File: src/bresenham_line_rasterizer_assert.svh
// Assertion helpers shared by the rasterizer modules.
// Every macro samples on the rising edge of clk_i and is quiet while rst_ni is low.
`ifndef BRESENHAM_LINE_RASTERIZER_ASSERT_SVH
`define BRESENHAM_LINE_RASTERIZER_ASSERT_SVH

// Property that must hold at every sampled edge.
`define BLR_ASSERT(lbl, prop, msg) \
  lbl: assert property (@(posedge clk_i) disable iff (!rst_ni) (prop)) else $error(msg);

// Consequent must hold in the cycle after the antecedent.
`define BLR_ASSERT_NEXT(lbl, ante, cons, msg) \
  lbl: assert property (@(posedge clk_i) disable iff (!rst_ni) (ante) |=> (cons)) \
    else $error(msg);

`endif

File: src/blr_pkg.sv
`default_nettype none

package blr_pkg;

  localparam int COORD_BITS = 12;
  localparam int REG_BITS   = 11;
  localparam int TEXT_BITS  = 16;
  localparam int TWICE_BITS = COORD_BITS + 1;
  localparam int ERR_BITS   = COORD_BITS + 3;
  localparam int CMP_BITS   = (COORD_BITS > REG_BITS) ? COORD_BITS : REG_BITS;

  localparam int CFG_IDX_BITS = 2;
  localparam logic [CFG_IDX_BITS-1:0] CFG_SCREEN_WIDTH  = CFG_IDX_BITS'(0);
  localparam logic [CFG_IDX_BITS-1:0] CFG_SCREEN_HEIGHT = CFG_IDX_BITS'(1);
  localparam logic [REG_BITS-1:0] SCREEN_WIDTH_RST  = REG_BITS'(240);
  localparam logic [REG_BITS-1:0] SCREEN_HEIGHT_RST = REG_BITS'(120);

  localparam logic CMD_START   = 1'b0;
  localparam logic CMD_ADVANCE = 1'b1;

  localparam int QUEUE_DEPTH = 2;
  localparam int QPTR_BITS   = (QUEUE_DEPTH > 1) ? $clog2(QUEUE_DEPTH) : 1;
  localparam int QCNT_BITS   = $clog2(QUEUE_DEPTH + 1);

  typedef logic signed [COORD_BITS-1:0] coord_t;

  // A classified request: line setup is already worked out for starts.
  typedef struct packed {
    logic                  is_start;
    coord_t                x1;
    coord_t                y1;
    coord_t                x2;
    coord_t                y2;
    logic [TEXT_BITS-1:0]  glyph;
    logic [TEXT_BITS-1:0]  attr;
    logic [TWICE_BITS-1:0] twice_minor;
    logic [ERR_BITS-1:0]   err_init;
    logic [ERR_BITS-1:0]   err_diff;
    logic                  step_x_neg;
    logic                  step_y_neg;
    logic                  x_is_major;
    logic                  single;
  } entry_t;

  typedef struct packed {
    logic full;
    logic empty;
  } queue_status_t;

  typedef struct packed {
    logic                 valid_res;
    coord_t               x;
    coord_t               y;
    logic                 in_view;
    logic [TEXT_BITS-1:0] glyph;
    logic [TEXT_BITS-1:0] attr;
    logic                 last;
  } result_t;

endpackage

`default_nettype wire

File: src/blr_front.sv
`default_nettype none

module blr_front (
  input  logic                          cmd_i,
  input  blr_pkg::coord_t               start_x_i,
  input  blr_pkg::coord_t               start_y_i,
  input  blr_pkg::coord_t               end_x_i,
  input  blr_pkg::coord_t               end_y_i,
  input  logic [blr_pkg::TEXT_BITS-1:0] glyph_i,
  input  logic [blr_pkg::TEXT_BITS-1:0] attr_i,
  output blr_pkg::entry_t               entry_o
);
  import blr_pkg::*;

  logic [COORD_BITS:0]   dx_pos, dx_neg, dy_pos, dy_neg;
  logic                  sxn, syn, xmaj;
  logic [COORD_BITS-1:0] mag_x, mag_y, major, minor;
  logic [ERR_BITS-1:0]   major_e, minor_e;

  // Both signed differences are formed in parallel; the sign picks the magnitude.
  assign dx_pos = {end_x_i[COORD_BITS-1], end_x_i} - {start_x_i[COORD_BITS-1], start_x_i};
  assign dx_neg = {start_x_i[COORD_BITS-1], start_x_i} - {end_x_i[COORD_BITS-1], end_x_i};
  assign dy_pos = {end_y_i[COORD_BITS-1], end_y_i} - {start_y_i[COORD_BITS-1], start_y_i};
  assign dy_neg = {start_y_i[COORD_BITS-1], start_y_i} - {end_y_i[COORD_BITS-1], end_y_i};

  // A coordinate that does not move counts as stepping negative.
  assign sxn = dx_pos[COORD_BITS] || (dx_pos == '0);
  assign syn = dy_pos[COORD_BITS] || (dy_pos == '0);

  assign mag_x = sxn ? dx_neg[COORD_BITS-1:0] : dx_pos[COORD_BITS-1:0];
  assign mag_y = syn ? dy_neg[COORD_BITS-1:0] : dy_pos[COORD_BITS-1:0];
  assign xmaj  = (mag_x >= mag_y);
  assign major = xmaj ? mag_x : mag_y;
  assign minor = xmaj ? mag_y : mag_x;

  assign major_e = ERR_BITS'(major);
  assign minor_e = ERR_BITS'(minor);

  always_comb begin
    entry_o             = '0;
    entry_o.is_start    = (cmd_i == CMD_START);
    entry_o.x1          = start_x_i;
    entry_o.y1          = start_y_i;
    entry_o.x2          = end_x_i;
    entry_o.y2          = end_y_i;
    entry_o.glyph       = glyph_i;
    entry_o.attr        = attr_i;
    entry_o.twice_minor = {minor, 1'b0};
    entry_o.err_init    = (minor_e << 1) - major_e;
    entry_o.err_diff    = (minor_e << 1) - (major_e << 1);
    entry_o.step_x_neg  = sxn;
    entry_o.step_y_neg  = syn;
    entry_o.x_is_major  = xmaj;
    entry_o.single      = xmaj ? (start_x_i == end_x_i) : (start_y_i == end_y_i);
  end

endmodule

`default_nettype wire

File: src/blr_queue.sv
`default_nettype none

module blr_queue (
  input  logic                   clk_i,
  input  logic                   rst_ni,
  input  logic                   push_i,
  input  blr_pkg::entry_t        entry_i,
  input  logic                   pop_i,
  output blr_pkg::entry_t        entry_o,
  output blr_pkg::queue_status_t status_o
);
  import blr_pkg::*;

  entry_t                slots_q [QUEUE_DEPTH];
  logic [QPTR_BITS-1:0]  wr_ptr_q, wr_ptr_d, rd_ptr_q, rd_ptr_d;
  logic [QCNT_BITS-1:0]  count_q, count_d;

  function automatic logic [QPTR_BITS-1:0] next_ptr(input logic [QPTR_BITS-1:0] p);
    return (p == QPTR_BITS'(QUEUE_DEPTH - 1)) ? '0 : p + QPTR_BITS'(1);
  endfunction

  assign entry_o        = slots_q[rd_ptr_q];
  assign status_o.full  = (count_q == QCNT_BITS'(QUEUE_DEPTH));
  assign status_o.empty = (count_q == '0);

  always_comb begin
    wr_ptr_d = push_i ? next_ptr(wr_ptr_q) : wr_ptr_q;
    rd_ptr_d = pop_i ? next_ptr(rd_ptr_q) : rd_ptr_q;
    count_d  = count_q + QCNT_BITS'(push_i) - QCNT_BITS'(pop_i);
  end

  always_ff @(posedge clk_i or negedge rst_ni) begin
    if (!rst_ni) begin
      wr_ptr_q <= '0;
      rd_ptr_q <= '0;
      count_q  <= '0;
    end else begin
      wr_ptr_q <= wr_ptr_d;
      rd_ptr_q <= rd_ptr_d;
      count_q  <= count_d;
    end
  end

  always_ff @(posedge clk_i) begin
    if (push_i) begin
      slots_q[wr_ptr_q] <= entry_i;
    end
  end

`include "bresenham_line_rasterizer_assert.svh"

  `BLR_ASSERT(a_count_bound, count_q <= QCNT_BITS'(QUEUE_DEPTH), "queue count overflow")
  `BLR_ASSERT(a_no_push_full, push_i |-> !status_o.full, "request pushed into full queue")
  `BLR_ASSERT(a_no_pop_empty, pop_i |-> !status_o.empty, "request popped from empty queue")

endmodule

`default_nettype wire

File: src/blr_back.sv
`default_nettype none

module blr_back (
  input  logic                         clk_i,
  input  logic                         rst_ni,
  input  blr_pkg::entry_t              head_i,
  input  blr_pkg::queue_status_t       q_status_i,
  input  logic [blr_pkg::REG_BITS-1:0] screen_width_i,
  input  logic [blr_pkg::REG_BITS-1:0] screen_height_i,
  input  logic                         out_stall_i,
  output logic                         pop_o,
  output logic                         out_valid_o,
  output blr_pkg::result_t             res_o
);
  import blr_pkg::*;

  coord_t                cur_x_q, cur_y_q, stop_x_q, stop_y_q;
  logic [TWICE_BITS-1:0] twice_minor_q;
  logic [ERR_BITS-1:0]   err_diff_q, err_q;
  logic                  sxn_q, syn_q, xmaj_q;
  logic [TEXT_BITS-1:0]  glyph_q, attr_q;
  logic                  active_q, active_d;
  logic                  out_valid_q, out_valid_d;
  result_t               res_q, res_d;

  logic                  err_pos, mv_x, mv_y, fin_adv;
  coord_t                nx, ny, pt_x, pt_y;
  logic [ERR_BITS-1:0]   ne;

  function automatic logic visible(input coord_t x, input coord_t y,
                                   input logic [REG_BITS-1:0] w,
                                   input logic [REG_BITS-1:0] h);
    logic [CMP_BITS-1:0] xu, yu, wu, hu;
    xu = CMP_BITS'($unsigned(x));
    yu = CMP_BITS'($unsigned(y));
    wu = CMP_BITS'(w);
    hu = CMP_BITS'(h);
    return !x[COORD_BITS-1] && !y[COORD_BITS-1] && (xu < wu) && (yu < hu);
  endfunction

  // The output register is free when empty or when its point is being taken.
  assign pop_o       = !q_status_i.empty && (!out_valid_q || !out_stall_i);
  assign out_valid_o = out_valid_q;
  assign res_o       = res_q;

  // One Bresenham step from the held state.
  always_comb begin
    err_pos = !err_q[ERR_BITS-1];
    mv_x    = xmaj_q || err_pos;
    mv_y    = !xmaj_q || err_pos;
    nx      = mv_x ? (sxn_q ? cur_x_q - coord_t'(1) : cur_x_q + coord_t'(1)) : cur_x_q;
    ny      = mv_y ? (syn_q ? cur_y_q - coord_t'(1) : cur_y_q + coord_t'(1)) : cur_y_q;
    ne      = err_q + (err_pos ? err_diff_q : ERR_BITS'(twice_minor_q));
    fin_adv = xmaj_q ? (nx == stop_x_q) : (ny == stop_y_q);
  end

  always_comb begin
    pt_x     = head_i.is_start ? head_i.x1 : nx;
    pt_y     = head_i.is_start ? head_i.y1 : ny;
    active_d = active_q;
    res_d    = '0;
    if (head_i.is_start) begin
      active_d        = !head_i.single;
      res_d.valid_res = 1'b1;
      res_d.x         = pt_x;
      res_d.y         = pt_y;
      res_d.in_view   = visible(pt_x, pt_y, screen_width_i, screen_height_i);
      res_d.glyph     = head_i.glyph;
      res_d.attr      = head_i.attr;
      res_d.last      = head_i.single;
    end else if (active_q) begin
      active_d        = !fin_adv;
      res_d.valid_res = 1'b1;
      res_d.x         = pt_x;
      res_d.y         = pt_y;
      res_d.in_view   = visible(pt_x, pt_y, screen_width_i, screen_height_i);
      res_d.glyph     = glyph_q;
      res_d.attr      = attr_q;
      res_d.last      = fin_adv;
    end
  end

  always_comb begin
    if (pop_o) begin
      out_valid_d = 1'b1;
    end else begin
      out_valid_d = out_valid_q && out_stall_i;
    end
  end

  always_ff @(posedge clk_i or negedge rst_ni) begin
    if (!rst_ni) begin
      active_q    <= 1'b0;
      out_valid_q <= 1'b0;
    end else begin
      out_valid_q <= out_valid_d;
      if (pop_o) begin
        active_q <= active_d;
      end
    end
  end

  always_ff @(posedge clk_i) begin
    if (pop_o) begin
      res_q <= res_d;
      if (head_i.is_start) begin
        cur_x_q       <= head_i.x1;
        cur_y_q       <= head_i.y1;
        stop_x_q      <= head_i.x2;
        stop_y_q      <= head_i.y2;
        twice_minor_q <= head_i.twice_minor;
        err_diff_q    <= head_i.err_diff;
        err_q         <= head_i.err_init;
        sxn_q         <= head_i.step_x_neg;
        syn_q         <= head_i.step_y_neg;
        xmaj_q        <= head_i.x_is_major;
        glyph_q       <= head_i.glyph;
        attr_q        <= head_i.attr;
      end else if (active_q) begin
        cur_x_q <= nx;
        cur_y_q <= ny;
        err_q   <= ne;
      end
    end
  end

`include "bresenham_line_rasterizer_assert.svh"

  `BLR_ASSERT(a_last_ends_line, (out_valid_q && res_q.last) |-> !active_q,
              "line still active after its last point")
  `BLR_ASSERT(a_idle_result, (out_valid_q && !res_q.valid_res) |-> !active_q,
              "empty result while a line is running")
  `BLR_ASSERT_NEXT(a_single_point, pop_o && head_i.is_start && head_i.single, !active_q,
                   "single-point line left the block active")

endmodule

`default_nettype wire

File: src/bresenham_line_rasterizer.sv
// Chan  Handshake                Fields
// in    in_valid_i/in_stall_o    cmd, start_x/y, end_x/y, glyph, attr
// out   out_valid_o/out_stall_i  valid_res, pix_x/y, in_view, glyph_out, attr_out, last
// cfg   cfg_valid_i/cfg_ready_o  cfg_index_i, cfg_data_i
//
// While not stalled, one request is accepted and one point leaves per cycle; a request
// passes a queue slot and then the output register, which holds its point.
// The rate is set by the back end's step unit, which finishes one point per cycle.
// Reset is asynchronous and active low; it empties the queue, drops any line and
// restores the screen size to 240 by 120. Config writes are always ready.
// A stalled output holds its point; the two-entry queue then fills and stalls input.
`default_nettype none

module bresenham_line_rasterizer (
  input  logic                             clk_i,
  input  logic                             rst_ni,
  input  logic                             in_valid_i,
  output logic                             in_stall_o,
  input  logic                             cmd_i,
  input  blr_pkg::coord_t                  start_x_i,
  input  blr_pkg::coord_t                  start_y_i,
  input  blr_pkg::coord_t                  end_x_i,
  input  blr_pkg::coord_t                  end_y_i,
  input  logic [blr_pkg::TEXT_BITS-1:0]    glyph_i,
  input  logic [blr_pkg::TEXT_BITS-1:0]    attr_i,
  output logic                             out_valid_o,
  input  logic                             out_stall_i,
  output logic                             valid_res_o,
  output blr_pkg::coord_t                  pix_x_o,
  output blr_pkg::coord_t                  pix_y_o,
  output logic                             in_view_o,
  output logic [blr_pkg::TEXT_BITS-1:0]    glyph_out_o,
  output logic [blr_pkg::TEXT_BITS-1:0]    attr_out_o,
  output logic                             last_o,
  input  logic                             cfg_valid_i,
  output logic                             cfg_ready_o,
  input  logic [blr_pkg::CFG_IDX_BITS-1:0] cfg_index_i,
  input  logic [blr_pkg::REG_BITS-1:0]     cfg_data_i
);
  import blr_pkg::*;

  logic [REG_BITS-1:0] screen_width_q, screen_width_d;
  logic [REG_BITS-1:0] screen_height_q, screen_height_d;
  entry_t              front_entry, head_entry;
  queue_status_t       q_status;
  logic                push, pop;
  result_t             res;

  assign cfg_ready_o = 1'b1;
  assign in_stall_o  = q_status.full;
  assign push        = in_valid_i && !in_stall_o;

  always_comb begin
    screen_width_d  = screen_width_q;
    screen_height_d = screen_height_q;
    if (cfg_valid_i) begin
      unique case (cfg_index_i)
        CFG_SCREEN_WIDTH:  screen_width_d  = cfg_data_i;
        CFG_SCREEN_HEIGHT: screen_height_d = cfg_data_i;
        default: ;
      endcase
    end
  end

  always_ff @(posedge clk_i or negedge rst_ni) begin
    if (!rst_ni) begin
      screen_width_q  <= SCREEN_WIDTH_RST;
      screen_height_q <= SCREEN_HEIGHT_RST;
    end else begin
      screen_width_q  <= screen_width_d;
      screen_height_q <= screen_height_d;
    end
  end

  blr_front u_front (
    .cmd_i     (cmd_i),
    .start_x_i (start_x_i),
    .start_y_i (start_y_i),
    .end_x_i   (end_x_i),
    .end_y_i   (end_y_i),
    .glyph_i   (glyph_i),
    .attr_i    (attr_i),
    .entry_o   (front_entry)
  );

  blr_queue u_queue (
    .clk_i    (clk_i),
    .rst_ni   (rst_ni),
    .push_i   (push),
    .entry_i  (front_entry),
    .pop_i    (pop),
    .entry_o  (head_entry),
    .status_o (q_status)
  );

  blr_back u_back (
    .clk_i           (clk_i),
    .rst_ni          (rst_ni),
    .head_i          (head_entry),
    .q_status_i      (q_status),
    .screen_width_i  (screen_width_q),
    .screen_height_i (screen_height_q),
    .out_stall_i     (out_stall_i),
    .pop_o           (pop),
    .out_valid_o     (out_valid_o),
    .res_o           (res)
  );

  assign valid_res_o = res.valid_res;
  assign pix_x_o     = res.x;
  assign pix_y_o     = res.y;
  assign in_view_o   = res.in_view;
  assign glyph_out_o = res.glyph;
  assign attr_out_o  = res.attr;
  assign last_o      = res.last;

endmodule

`default_nettype wire
File: config.mk
export PLATFORM = sky130hd
export DESIGN_NAME = bresenham_line_rasterizer
export DESIGN_NICKNAME = d
export VERILOG_FILES = /design/src/blr_pkg.sv /design/src/blr_front.sv /design/src/blr_queue.sv /design/src/blr_back.sv /design/src/bresenham_line_rasterizer.sv
export VERILOG_INCLUDE_DIRS = /design/src /design/src/src
export SDC_FILE = /design/constraint.sdc
export NUM_CORES = 1
export LEC_CHECK = 0
export BUFFER_PORTS_ARGS = -buffer_cell sky130_fd_sc_hd__buf_2
export CAP_MARGIN = 10
export CORE_ASPECT_RATIO = 0.9
export CORE_MARGIN = 2
export CORE_UTILIZATION = 50
export DETAILED_ROUTE_END_ITERATION = 7
export GPL_TIMING_DRIVEN = 0
export PLACE_DENSITY = 0.68
export SYNTH_ARGS = -nofsm -noshare
export SYNTH_HDL_FRONTEND = slang
export SYNTH_SLANG_ARGS = --single-unit
File: constraint.sdc
create_clock -name clk_i -period 7.9 [get_ports clk_i]
set_clock_uncertainty 0.2 [all_clocks]
set_input_delay 0.79 -clock clk_i [delete_from_list [all_inputs] [get_ports clk_i]]
set_output_delay 0.79 -clock clk_i [all_outputs]
set_load 0.005 [all_outputs]
==> results.py, run 1 <==
metrics = {
    "run_status": {
        "status": "completed",
    },
    "critical_path": {
        "r2r_end": "u_back.res_o[33]",
        "cp.depth": 37,
        "path_buf_inv": 10,
        "crit_path_frequent_cell": "buf_12",
        "cp.arrival_ps": 7880,
        "crit_path_end_kind": "flip-flop",
        "r2r-start": "u_queue.rd_ptr_q",
        "path_max_fanout": 8,
        "critical_path_class": "input pin to flip-flop",
        "cp-endpoint": "u_queue.slots_q[0][29]",
        "worstSetupStartpoint": "end_x_i[0]",
        "rrSetupSlack_ps": 2410,
        "start_kind": "input pin",
        "required_ps": 8010,
        "critPathTopFamily": "compound AO/OA/AOI/OAI gates",
        "reg2reg_depth": 17,
        "cp_slowest_cell": "or4_4",
        "cpPeakStageDelay_ps": 550,
    },
    "drt": {
        "highest_layer": "met5",
        "vias": 15800,
        "wl_per_cell_um": 21.2,
        "wl_met1_mm": 26.4,
        "viasPerCell": 5.69,
        "first_pass_iters": 5,
        "wl_met2_mm": 27.8,
        "drtIter0Drc": 1300,
        "drc_errors": 0,
        "finalWirelength_mm": 58.9,
        "wl_met3_mm": 3.51,
        "ant_nets": 0,
    },
    "power_and_ir_drop": {
        "powerDensity_nw_per_um2": 455,
        "seq_power_share_pct": 34.2,
        "pwr-share-clk_pct": 17.3,
        "comb_power_share_pct": 48.6,
        "power_mw": 12.6,
        "p_leak_nw": 10.8,
        "switching_share_pct": 37.9,
        "switchingPower_mw": 4.79,
        "intPower_mw": 7.84,
        "max-vdd-ir-drop_mv": 0.206,
    },
    "sta": {
        "fmax_ghz": 0.129,
        "slew_viol_final": 0,
        "post-route-period-util_pct": 98.4,
        "whs_ps": 6.88,
        "timing.slew.headroom_pct": 26.3,
        "fin_tns_setup_ps": 0,
        "worstMarginPinSlew_ps": 1090,
        "setup_viol": 0,
        "hold_viol": 0,
        "min_period_ps": 7770,
        "rsz0062_at_grt": "yes",
    },
    "hold_path": {
        "worst_hold_path_type": "input pin to asynchronous set/reset pin",
    },
    "yosys": {
        "synth_area_leaders": "edfxtp_1, ha_1, mux2_2",
        "netlist_area_um2": 23300,
        "synth-async-reset-ratio_pct": 6.15,
        "seq_area_frac_synth_pct": 58.2,
        "syn_nets": 2084,
        "synth_ff_type": "edfxtp_1",
        "synth_area_leader_cell": "edfxtp_1",
        "ys_ff_latch": 455,
        "syn_avg_cell_area_um2": 12.5,
        "ys_types": 89,
        "syn_inst": 1857,
        "synth-edff-count": 427,
        "yosysTopAreaCellShare_pct": 55.1,
        "yosys_warnings": 0,
    },
    "final_layout": {
        "num-fill-cells": 3548,
        "instances_no_fill": 2771,
        "nets": 2350,
        "drive_above_1_share_pct": 24.2,
        "area_growth_pct": 19.3,
    },
    "floorplanning": {
        "die_h_um": 209,
        "start_util_pct": 50.9,
        "ios": 161,
        "placementRows": 74,
        "die_width_um": 231,
        "core_area_um2": 45600,
        "die-area_um2": 48300,
    },
    "clocking": {
        "cts_tree": "built",
        "ctsHoldBuffers": 0,
        "h-tree-depth": 2,
        "clock_latency_ps": 600,
        "cts_buffer_depth": 3,
        "cts_made_buffers": 47,
        "root_buffer": "clkbuf_16",
        "clk_pin_slew_worst_paths_ps": 60,
        "clock_sinks": 455,
    },
    "placement": {
        "placedCellCount": 2636,
        "dpl.hpwl_mm": 42.7,
        "place_congestion": 0.922,
        "io_buffers": 159,
    },
    "global_routing": {
        "antenna_found_initial": 1,
        "grt_remaining_overflow": 0,
        "grt_pass1_wl_mm": 89.7,
        "track_usage_pct": 24.3,
        "grt_pass1_vias": 15500,
        "grt_max_degree": 62,
    },
    "run": {
        "cap_violations": 0,
    },
}
-- sequential cells by signal (all words and copies together), names as in the netlist --
signal                flops
screen_width_q           11
u_back.active_q           1
u_queue.count_q           2
u_back.sxn_q              1
u_back.err_diff_q        13
u_back.syn_q              1
u_back.stop_x_q          12
screen_height_q          11
u_back.attr_q            16
u_queue.slots_q         246
u_back.out_valid_o        1
u_back.xmaj_q             1
u_queue.rd_ptr_q          1
u_queue.wr_ptr_q          1
u_back.glyph_q           16
u_back.twice_minor_q     12
u_back.stop_y_q          12
u_back.cur_x_q           12
u_back.cur_y_q           12
u_back.res_o             59
u_back.err_q             14
-- worst min path at each step --
stage	endpoint	slack (ps)	cells past startpoint
floorplan	u_back.out_valid_o	260	2
global placement	u_back.out_valid_o	270	2
detailed placement	u_back.out_valid_o	280	2
CTS	u_queue.wr_ptr_q	20	1
global route	u_queue.wr_ptr_q	50	1
finish	u_queue.wr_ptr_q	7	1
-- stage by stage --
stage | worst slack (ps) | utilization (%) | area (um^2)
6_report | 130 | 60.8 | 27800
5_1_grt | -45.1 | 60.8 | 27800
4_1_cts | 9.38 | 59.8 | 27300
3_5_place_dp | -1740 | 55.4 | 25300
3_3_place_gp | -2430 | 54.7 | 25000
2_1_floorplan | -33.7 | - | 23400
-- power groups by stage --
stage               Clock, mW  Combinational [mW]  Sequential (mW)
detailed placement          0                5.71             4.36
finish                   2.18                6.14             4.32
floorplan                   0                3.94             4.37
global placement            0                5.42             4.47
CTS                      2.23                5.93             4.32
global route             2.32                6.70             4.39
-- layout by cell type (no fill, tap or decap), types with 8 or more instances in the layout --
cell type | synthesis | final
xnor2_1 | 71 | 64
inv_2 | 4 | 10
ha_1 | 120 | 111
o21a_1 | 15 | 14
xor2_1 | 29 | 26
mux2i_1 | 37 | 31
a31oi_1 | 12 | 10
buf_4 | 3 | 52
a211oi_1 | 22 | 20
and2_1 | 33 | 31
nand2b_1 | 8 | 8
or3_1 | 11 | 11
nor2b_1 | 24 | 24
dfrtp_1 | 20 | 20
a21o_1 | 44 | 43
nor3_1 | 28 | 27
buf_12 | 0 | 12
nor2_1 | 82 | 76
mux2_2 | 110 | 110
buf_2 | 1 | 158
o21ai_0 | 81 | 75
buf_1 | 12 | 11
o21bai_1 | 27 | 26
edfxtp_1 | 427 | 427
clkinv_1 | 1 | 13
dfstp_2 | 8 | 8
nand4_1 | 8 | 8
inv_1 | 143 | 136
a22oi_1 | 9 | 9
a221oi_1 | 16 | 14
nand3_1 | 13 | 13
clkbuf_16 | 0 | 49
clkbuf_1 | 54 | 54
a21oi_1 | 126 | 120
nand2_1 | 121 | 121
-- kinds of logic (layout without fill, tap and decap cells) --
kind of cell	count (synthesis)	in the layout	share of synthesized area (%)
buffers and inverters	219	524	3.62
AO/OA/AOI/OAI	429	429	12.1
other	1	2	0.0161
XOR/XNOR	103	103	4.06
AND/OR/NAND/NOR	370	370	7.70
multiplexers	148	148	6.98
adder cells (fa/ha/maj)	132	132	7.33
flip-flops	455	455	58.2
-- metal layers --
metal	vias up	track usage (%)
li1	7387	-
met1	7803	34.8
met2	507	38.8
met3	78	3.64
met4	2	6.38
met5	-	0
-- area by class of cell --
cell class | count | area (um^2) | area share (%)
Multi-Input combinational cell | 1183 | 9530 | 34.3
Clock buffer | 59 | 1240 | 4.48
Inverter | 148 | 571 | 2.06
Tap cell | 608 | 761 | 2.74
Timing Repair Buffer | 222 | 1480 | 5.32
Antenna cell | 1 | 2.50 | 0.00902
Buffer | 66 | 358 | 1.29
Clock inverter | 29 | 284 | 1.02
Sequential cell | 455 | 13500 | 48.8
-- cells in the mapped netlist (8+ instances only) --
| library cell | count |
|---|---|
| o21ai_0 | 81 |
| mux2_2 | 110 |
| o21bai_1 | 27 |
| a22oi_1 | 9 |
| a21o_1 | 44 |
| xnor2_1 | 71 |
| nor3_1 | 28 |
| dfstp_2 | 8 |
| a31oi_1 | 12 |
| nand2_1 | 121 |
| a211oi_1 | 22 |
| mux2i_1 | 37 |
| nand2b_1 | 8 |
| nor2b_1 | 24 |
| clkbuf_1 | 54 |
| inv_1 | 143 |
| and3_1 | 10 |
| nand3_1 | 13 |
| or3_1 | 11 |
| buf_1 | 12 |
| a21oi_1 | 126 |
| a221oi_1 | 16 |
| fa_1 | 8 |
| a21boi_0 | 8 |
| and2_1 | 33 |
| o21a_1 | 15 |
| dfrtp_1 | 20 |
| nand4_1 | 8 |
| xor2_1 | 29 |
| ha_1 | 120 |
| nor2_1 | 82 |
| edfxtp_1 | 427 |
-- repair_timing --
action                                  CTS  global route
cloned                                    0             0
setup buffers                            23            28
endpoints found under the hold margin     0             0
pin swaps                                18            32
endpoints found under the setup margin   26            24
gates resized for setup                  52            61
Note: power is estimated with default switching activity, not from simulation.
==> run 2: changes to the inputs <==
--- a/config.mk
+++ b/config.mk
@@ -10,10 +10,10 @@
 export CAP_MARGIN = 10
 export CORE_ASPECT_RATIO = 0.9
 export CORE_MARGIN = 2
-export CORE_UTILIZATION = 50
+export CORE_UTILIZATION = 43
 export DETAILED_ROUTE_END_ITERATION = 7
 export GPL_TIMING_DRIVEN = 0
-export PLACE_DENSITY = 0.68
+export SETUP_SLACK_MARGIN = 0.5
 export SYNTH_ARGS = -nofsm -noshare
 export SYNTH_HDL_FRONTEND = slang
 export SYNTH_SLANG_ARGS = --single-unit
==> run 2 against run 1 <==
Critical path depth decreased by 3; die area rose by 16%; cell area grew 1.7%; critical path type unchanged; wire length increased by 3.9%; largest power group unchanged; sequential share of layout area down 0.83 points; setup slack got worse by 110 ps; fmax fell by 1.4%; largest cell class unchanged; total power is 3.1% higher; first-iteration DRC count is 9.4% lower; via count decreased by 0.24%.
==> results.py, run 2 (synthesis gave the netlist of run 1 again) <==
metrics = {
    "critical_path": {
        "cp.arrival_ps": 8000,
        "crit_path_end_kind": "flip-flop",
        "rrSetupSlack_ps": 1980,
        "r2r-start": "u_queue.rd_ptr_q",
        "critical_path_class": "input pin to flip-flop",
        "required_ps": 8020,
        "start_kind": "input pin",
        "path_max_fanout": 8,
        "r2r_end": "u_back.res_o[33]",
        "reg2reg_depth": 17,
        "cpPeakStageDelay_ps": 510,
        "cp_slowest_cell": "or4_4",
    },
    "clocking": {
        "h-tree-depth": 2,
        "cts_buffer_depth": 3,
        "clk_pin_slew_worst_paths_ps": 60,
        "ctsHoldBuffers": 0,
        "root_buffer": "clkbuf_16",
        "clock_latency_ps": 600,
        "cts_tree": "built",
        "clock_sinks": 455,
        "cts_made_buffers": 49,
    },
    "floorplanning": {
        "placementRows": 80,
        "core_area_um2": 53300,
        "ios": 161,
        "die_width_um": 249,
        "die_h_um": 225,
        "die-area_um2": 56000,
        "start_util_pct": 43.7,
    },
    "final_layout": {
        "largest_reg_flops": 246,
        "area_growth_pct": 21.4,
        "drive_above_1_share_pct": 26.2,
        "instances_no_fill": 2884,
        "multi_input_area_um2": 9660,
        "top_register": "u_queue.slots_q",
        "nets": 2370,
        "seqCellArea_um2": 13500,
        "final_cell_mix": "edfxtp_1, buf_2, inv_1",
        "num-fill-cells": 4566,
        "final_common_cell": "edfxtp_1",
        "utilization_pct": 53.0,
    },
    "sta": {
        "whs_ps": 18.9,
        "fmax_ghz": 0.127,
        "setup_viol": 0,
        "fin_tns_setup_ps": 0,
        "min_period_ps": 7880,
        "slew_viol_final": 0,
        "timing.slew.headroom_pct": 22.0,
        "worstMarginPinSlew_ps": 1160,
        "post-route-period-util_pct": 99.7,
        "fin_ws_ps": 22.4,
        "rsz0062_at_grt": "yes",
        "hold_viol": 0,
    },
    "run_status": {
        "status": "completed",
    },
    "drt": {
        "vias": 15700,
        "finalWirelength_mm": 61.1,
        "wl_met1_mm": 28.6,
        "highest_layer": "met4",
        "wl_met3_mm": 3.00,
        "wl_per_cell_um": 21.2,
        "first_pass_iters": 5,
        "ant_nets": 0,
        "viasPerCell": 5.46,
        "drc_errors": 0,
        "drtIter0Drc": 1178,
        "wl_met2_mm": 28.4,
    },
    "global_routing": {
        "grt_pass1_vias": 15700,
        "track_usage_pct": 21.8,
        "antenna_found_initial": 3,
        "grt_remaining_overflow": 0,
        "grt_pass1_wl_mm": 93.2,
        "grt_max_degree": 64,
    },
    "placement": {
        "dpl.hpwl_mm": 43.9,
        "placedCellCount": 2723,
        "place_congestion": 0.894,
        "pre_cts_ws_ps": -1790,
        "io_buffers": 159,
    },
    "run": {
        "cap_violations": 0,
    },
    "power_and_ir_drop": {
        "max-vdd-ir-drop_mv": 0.189,
        "p_leak_nw": 11.0,
        "powerDensity_nw_per_um2": 462,
    },
    "hold_path": {
        "worst_hold_path_type": "input pin to asynchronous set/reset pin",
    },
}
run 2: worst max-delay path: cells and delay by family:
| family | cells | cell delay [ps] |
|---|---|---|
| xor+xnor | 1 | 240 |
| fa+ha+maj | 4 | 1240 |
| simple gates | 9 | 1650 |
| buf+inv | 9 | 1140 |
| mux | 1 | 220 |
| compound gates | 10 | 2700 |
run 2: final cells by class:
cell class                 count  share of cell area [%]
antenna                        3                  0.0266
buffer                        71                    1.49
clock buffer                  62                    4.59
clock inverter                30                    1.02
inverter                     148                    2.04
multi-input combinational   1183                    34.2
sequential                   455                    47.9
tap                          697                    3.09
timing repair buffer         235                    5.61
run 2: worst max path at each step:
stage / from / end / slack (ps) / cells after the start
2_1_floorplan: end_x_i[0] / u_queue.slots_q[0][31] / -30 / 36
3_3_place_gp: in_valid_i / u_queue.slots_q[0][12] / -2700 / 3
3_5_place_dp: start_x_i[0] / u_queue.slots_q[0][31] / -1790 / 34
4_1_cts: end_x_i[0] / u_queue.slots_q[0][31] / 150 / 35
5_1_grt: end_x_i[0] / u_queue.slots_q[1][29] / -90 / 35
6_report: end_x_i[0] / u_queue.slots_q[1][29] / 20 / 34
run 2: power breakdown:
group | leakage (nW) | internal, mW | switching, mW
clock network | 0.768 | 1.28 | 0.961
registers | 4.33 | 4.04 | 0.277
logic | 5.89 | 2.76 | 3.72
total | 11.0 | 8.07 | 4.96
run 2: per-stage QoR:
step | power, mW | cell area (um^2)
5_1_grt | 13.9 | 28200
3_5_place_dp | 10.1 | 25300
3_3_place_gp | 9.97 | 25100
6_report | 13.0 | 28200
4_1_cts | 12.8 | 27800
2_1_floorplan | 8.31 | 23400
run 2: repair_timing:
| action | in CTS | in global routing |
|---|---|---|
| resized for setup | 93 | 52 |
| hold endpoints to repair | 0 | 0 |
| setup endpoints to repair | 40 | 32 |
| buffers inserted | 44 | 22 |
| pin swaps | 35 | 35 |
run 2: routing by layer:
metal | vias to the layer above | global-route usage, %
li1 | 7453 | -
met1 | 7815 | 31.2
met2 | 402 | 35.2
met3 | 69 | 3.33
met4 | 0 | 4.80
met5 | - | 0
